===== config.mk =====
export PLATFORM = sky130hd
export DESIGN_NAME = gfm_cell
export DESIGN_NICKNAME = d
export VERILOG_FILES = /design/src/sv/gfm_pkg.sv /design/src/sv/gfm_cell.sv
export SDC_FILE = /design/constraint.sdc
export NUM_CORES = 1
export LEC_CHECK = 0
export BUFFER_PORTS_ARGS = -buffer_cell sky130_fd_sc_hd__buf_2
export CORE_AREA = 2 2 299 301
export CTS_BUF_LIST = sky130_fd_sc_hd__clkbuf_8
export DETAILED_ROUTE_END_ITERATION = 10
export DIE_AREA = 0 0 301 303
export PLACE_DENSITY = 0.62
export SYNTH_ARGS = -nofsm -noshare
export SYNTH_HDL_FRONTEND = slang
export SYNTH_SLANG_ARGS = --single-unit

===== constraint.sdc =====
create_clock -name aclk -period 15.5 [get_ports aclk]
set_input_delay 2.325 -clock aclk [delete_from_list [all_inputs] [get_ports aclk]]
set_output_delay 2.325 -clock aclk [all_outputs]
set_load 0.01 [all_outputs]

===== src/sv/gfm_pkg.sv =====
// Shared types, constants and the multiply-by-x helper for the GF(2^128) multiplier.
// No dependencies; imported by gfm_cell and gf128_field_multiply.
`default_nettype none

package gfm_pkg;

    localparam int BLK_W     = 128;
    localparam int HALF_W    = 64;
    localparam int CELL_BITS = 8;
    localparam int NUM_CELLS = BLK_W / CELL_BITS;

    // x^128 = x^7 + x^2 + x + 1
    localparam logic [BLK_W-1:0] FOLD_POLY = BLK_W'('h87);

    typedef logic [BLK_W-1:0] blk_t;

    // Operand set that moves from cell to cell
    typedef struct packed {
        blk_t a;    // first operand, multiplied by x once per consumed bit
        blk_t b;    // second operand, unconsumed bits at the bottom
        blk_t acc;  // partial product
    } gfm_word_t;

    function automatic blk_t gfm_xtime(input blk_t v);
        blk_t r;
        r = {v[BLK_W-2:0], 1'b0};
        if (v[BLK_W-1]) begin
            r = r ^ FOLD_POLY;
        end
        return r;
    endfunction

endpackage

`default_nettype wire


===== src/sv/gfm_cell.sv =====
// One cell of the multiplier chain: consumes CELL_BITS bits of the second operand.
// Depends on gfm_pkg.
`default_nettype none

module gfm_cell (
    input  wire logic             aclk,
    input  wire logic             aresetn,
    input  wire logic             in_valid,
    output logic                  in_ready,
    input  wire gfm_pkg::gfm_word_t in_word,
    output logic                  out_valid,
    input  wire logic             out_ready,
    output gfm_pkg::gfm_word_t    out_word
);
    import gfm_pkg::*;

    logic      valid_reg;
    logic      valid_next;
    gfm_word_t word_reg;
    gfm_word_t word_next;
    logic      load;

    // a bubble here lets the upstream cell move even while downstream stalls
    assign in_ready = !valid_reg || out_ready;
    assign load     = in_valid && in_ready;

    always_comb begin
        blk_t a;
        blk_t acc;
        a   = in_word.a;
        acc = in_word.acc;
        for (int j = 0; j < CELL_BITS; j++) begin
            if (in_word.b[j]) begin
                acc = acc ^ a;
            end
            a = gfm_xtime(a);
        end
        word_next.a   = a;
        word_next.acc = acc;
        word_next.b   = in_word.b >> CELL_BITS;
    end

    always_comb begin
        valid_next = valid_reg;
        if (in_ready) begin
            valid_next = in_valid;
        end
    end

    always_ff @(posedge aclk) begin
        if (!aresetn) begin
            valid_reg <= 1'b0;
        end else begin
            valid_reg <= valid_next;
        end
    end

    always_ff @(posedge aclk) begin
        if (load) begin
            word_reg <= word_next;
        end
    end

    assign out_valid = valid_reg;
    assign out_word  = word_reg;

    // held item must not change or vanish while downstream stalls
    a_hold: assert property (@(posedge aclk) disable iff (!aresetn)
        valid_reg && !out_ready |=> valid_reg && $stable(word_reg))
        else $error("gfm_cell: stalled item changed");

    // an empty cell always takes from upstream
    a_bubble: assert property (@(posedge aclk) disable iff (!aresetn)
        !valid_reg |-> in_ready)
        else $error("gfm_cell: empty cell not ready");

    // a cell that was full and drained without refill goes empty
    a_drain: assert property (@(posedge aclk) disable iff (!aresetn)
        valid_reg && out_ready && !in_valid |=> !valid_reg)
        else $error("gfm_cell: item repeated");

endmodule

`default_nettype wire


==> impl_metrics.csv <==
group,metric,value,unit
status,outcome,"complete, no violations",
hold_path,hold_class,"reg2reg",
cts,numCtsBuffers,74,
floorplan,row_count,109,
critical_path,timing.rr.start,"out_valid$_SDFFE_PN0N_",
floorplan,num_io_pins,774,
place,dp_slack,9.376,ns
critical_path,rr_endpoint,"out_word[92]$_DFFE_PP_",
detailed_routing,viasPerCell,4.388,
cts,cts_buffer_depth,3,
hold_path,hp-start,"out_valid$_SDFFE_PN0N_",
critical_path,path_max_fanout,71,
power,p_leak,0.01264,µW
timing,fmax,186.1,MHz
hold_path,min_path_cells,2,
place,port_buffers,765,
detailed_routing,vias,20000,
floorplan,coreArea,87970,µm²
logic_synthesis,synth-seq-cells,377,
global_route,track_usage,19.00,%
timing,rsz0062_at_grt,"no",
floorplan,die_y,303,µm
timing,slew_viol_final,0,
cells_and_area,drive_above_1_share,26.37,%
timing,setup_viol,0,
timing,relSlewSlack,28.39,%
logic_synthesis,synthCells,2698,
job,maxCapViolCount,0,
detailed_routing,ant_nets,0,
cts,cts_hold_buf,0,
logic_synthesis,synth_area,25650,µm²
critical_path,start_kind,"input port",
critical_path,r2r_setup_slack,11.51,ns
power,ir_drop,0.08203,mV
critical_path,worstRegToRegCells,5,
critical_path,cp_common_cell,"buf_4",
critical_path,critPathTopFamily,"buffers and inverters",
critical_path,crit_buf_inv,4,
cells_and_area,nets,3708,
cts,cts_resized,0,
floorplan,die_w,301,µm
critical_path,end_kind,"register",
global_route,grt_max_degree,75,
timing,final.period_utilization,34.66,%
timing,fin_hold_ws,0.5666,ns
critical_path,crit_type,"in2reg",
timing,fin_ws,10.13,ns
detailed_routing,wl_per_cell,19.73,µm
timing,hold_viol,0,
cts,clk_pin_slew,0.06,ns
cts,cts_root_buf,"clkbuf_8",
cts,h-tree-depth,3,
cts,cts_setup_buffers,0,
floorplan,initial_core_util,29.16,%
global_route,grt_pass1_wl,129000,µm
place,hpwl,64310,µm
critical_path,critPathLaunch,"out_ready",
detailed_routing,drt_pass1_iterations,5,
logic_synthesis,yosysSeqAreaShare,44.10,%
logic_synthesis,post_synth_num_cell_types,30,
timing,tightest_slew,1.074,ns
critical_path,crit_path_top_delay_cell,"buf_4",
place,place_congestion,0.8171,
hold_path,min_to,"out_valid$_SDFFE_PN0N_",
critical_path,crit_chain,"buf_2 > nand2b_1 > and2_4 > buf_4 > buf_4 > buf_4",
cells_and_area,area_growth,23.02,%
detailed_routing,drt-initial-drc-count,1516,
critical_path,max_stage_delay,0.84,ns
critical_path,cp.required,15.83,ns
cts,cts_tree,"yes",
timing,skew,0.04264,ns
critical_path,cp.arrival,5.70,ns
timing,finalSetupTns,0,ns
cts,clk_latency,0.73,ns
timing,final.min_clock_period,5.373,ns
global_route,grt_antenna_before_repair,35,
detailed_routing,drt_drc_violations_left,0,
cts,clock_sinks,377,
logic_synthesis,ys_warn_count,0,
global_route,overflow,0,
floorplan,die_area,91200,µm²
detailed_routing,drt-total-wl,89920,µm
logic_synthesis,syn_avg_cell_area,9.507,µm²
power,power_density,110.3,nW/µm²
global_route,first_global_vias,19320,
[cell type report]
class,count,area [µm²]
antenna,18,45.04
clock buffer,74,1018
clock inverter,57,465.4
fill,8911,56410
inverter,2,7.507
multi-input combinational,2083,13280
sequential,377,11310
tap,1165,1458
timing repair buffer,782,3976
[cells in the mapped netlist, drive strengths merged]
| master | n | area share (%) |
|---|---|---|
| nor4bb | 1 | 0.039 |
| xnor2 | 758 | 26 |
| xor3 | 4 | 0.37 |
| nor2b | 2 | 0.049 |
| nand2b | 1 | 0.024 |
| dfxtp | 1 | 0.078 |
| o21ai | 1 | 0.019 |
| and2 | 1 | 0.024 |
| xnor3 | 7 | 0.61 |
| clkbuf | 146 | 2.1 |
| nor3 | 2 | 0.039 |
| or2 | 1 | 0.024 |
| inv | 2 | 0.029 |
| nor2 | 1 | 0.015 |
| nand3 | 1 | 0.019 |
| xor2 | 268 | 9.4 |
| nor4 | 1 | 0.024 |
| a21oi | 3 | 0.059 |
| a2111oi | 1 | 0.039 |
| a21boi | 1 | 0.029 |
| buf | 97 | 2.1 |
| nand2 | 1021 | 15 |
| edfxtp | 376 | 44 |
| conb | 1 | 0.015 |
[tightest hold or removal path: cells and delay by family, from the launching register on]
family / cells / cell delay, ns
DFF: 1 / 0.31
and+or+nand+nor: 1 / 0.11
AOI/OAI and AO/OA: 1 / 0.10
[kinds of logic (layout without fill, tap and decap cells)]
kind of cell / count (synthesis) / in the layout / share of synthesized area [%]
xor+xnor: 1037 / 1037 / 36.28
compound gates: 6 / 6 / 0.1463
flops: 377 / 377 / 44.10
other cells: 1 / 26 / 0.01462
buf+inv: 245 / 915 / 4.263
simple gates: 1032 / 1032 / 15.20
[worst max-delay path by stage]
| stage | endpoint | slack [ns] | cells after the start |
|---|---|---|---|
| finish | out_word[92]$_DFFE_PP_ | 10.13 | 6 |
| global route | out_word[92]$_DFFE_PP_ | 9.88 | 6 |
| CTS | out_word[262]$_DFFE_PP_ | 10.17 | 6 |
| detailed placement | out_word[374]$_DFFE_PP_ | 9.38 | 6 |
| global placement | out_word[374]$_DFFE_PP_ | 9.42 | 6 |
| floorplan | out_word[0]$_DFFE_PP_ | 3.65 | 2 |
[layer usage]
layer  routed length (µm)  vias to the layer above  global-route usage [%]
li1                     -                     9583                       -
met1                34290                     9523                   21.43
met2                44710                      717                   32.90
met3                 7218                      148                   5.858
met4                 3309                       30                   8.268
met5                  391                        -                   1.553
[sequential cells by signal, summed over array words and instances, names as in the netlist]
signal,cells
out_word,376
out_valid,1
[power breakdown]
group          internal [µW]  switching, µW
clock network            555            495
registers               1310           35.1
logic                    472            616
total                   2340           1150
[stage by stage]
stage / instance area, µm² / util (%) / std cells / power [µW]
2_1_floorplan: 25680 / - / 2705 / 2114
3_3_place_gp: 30030 / 34.14 / 4409 / 2452
3_5_place_dp: 30030 / 34.14 / 4409 / 2464
4_1_cts: 31510 / 35.82 / 4540 / 3536
5_1_grt: 31550 / 35.86 / 4554 / 3661
6_report: 31560 / 35.87 / 4558 / 3481
[cell usage in the layout, fill, tap and decap left out, types with 2 or more instances in the layout]
master and n:
xnor3_1 7, bufinv_16 6, clkinv_8 4, xor2_4 2, clkinv_1 16, edfxtp_1 376, buf_4 25, diode_2 18
clkbuf_8 74, inv_1 17, xor2_2 2, xor3_1 4, conb_1 8, clkinvlp_4 3, nor3_1 2, xnor2_1 756
xor2_1 264, inv_8 2, nor2b_1 2, buf_2 757, nand2_1 1021, clkinv_2 10, xnor2_2 2, a21oi_1 3
Power figures use the tool's default switching activity.
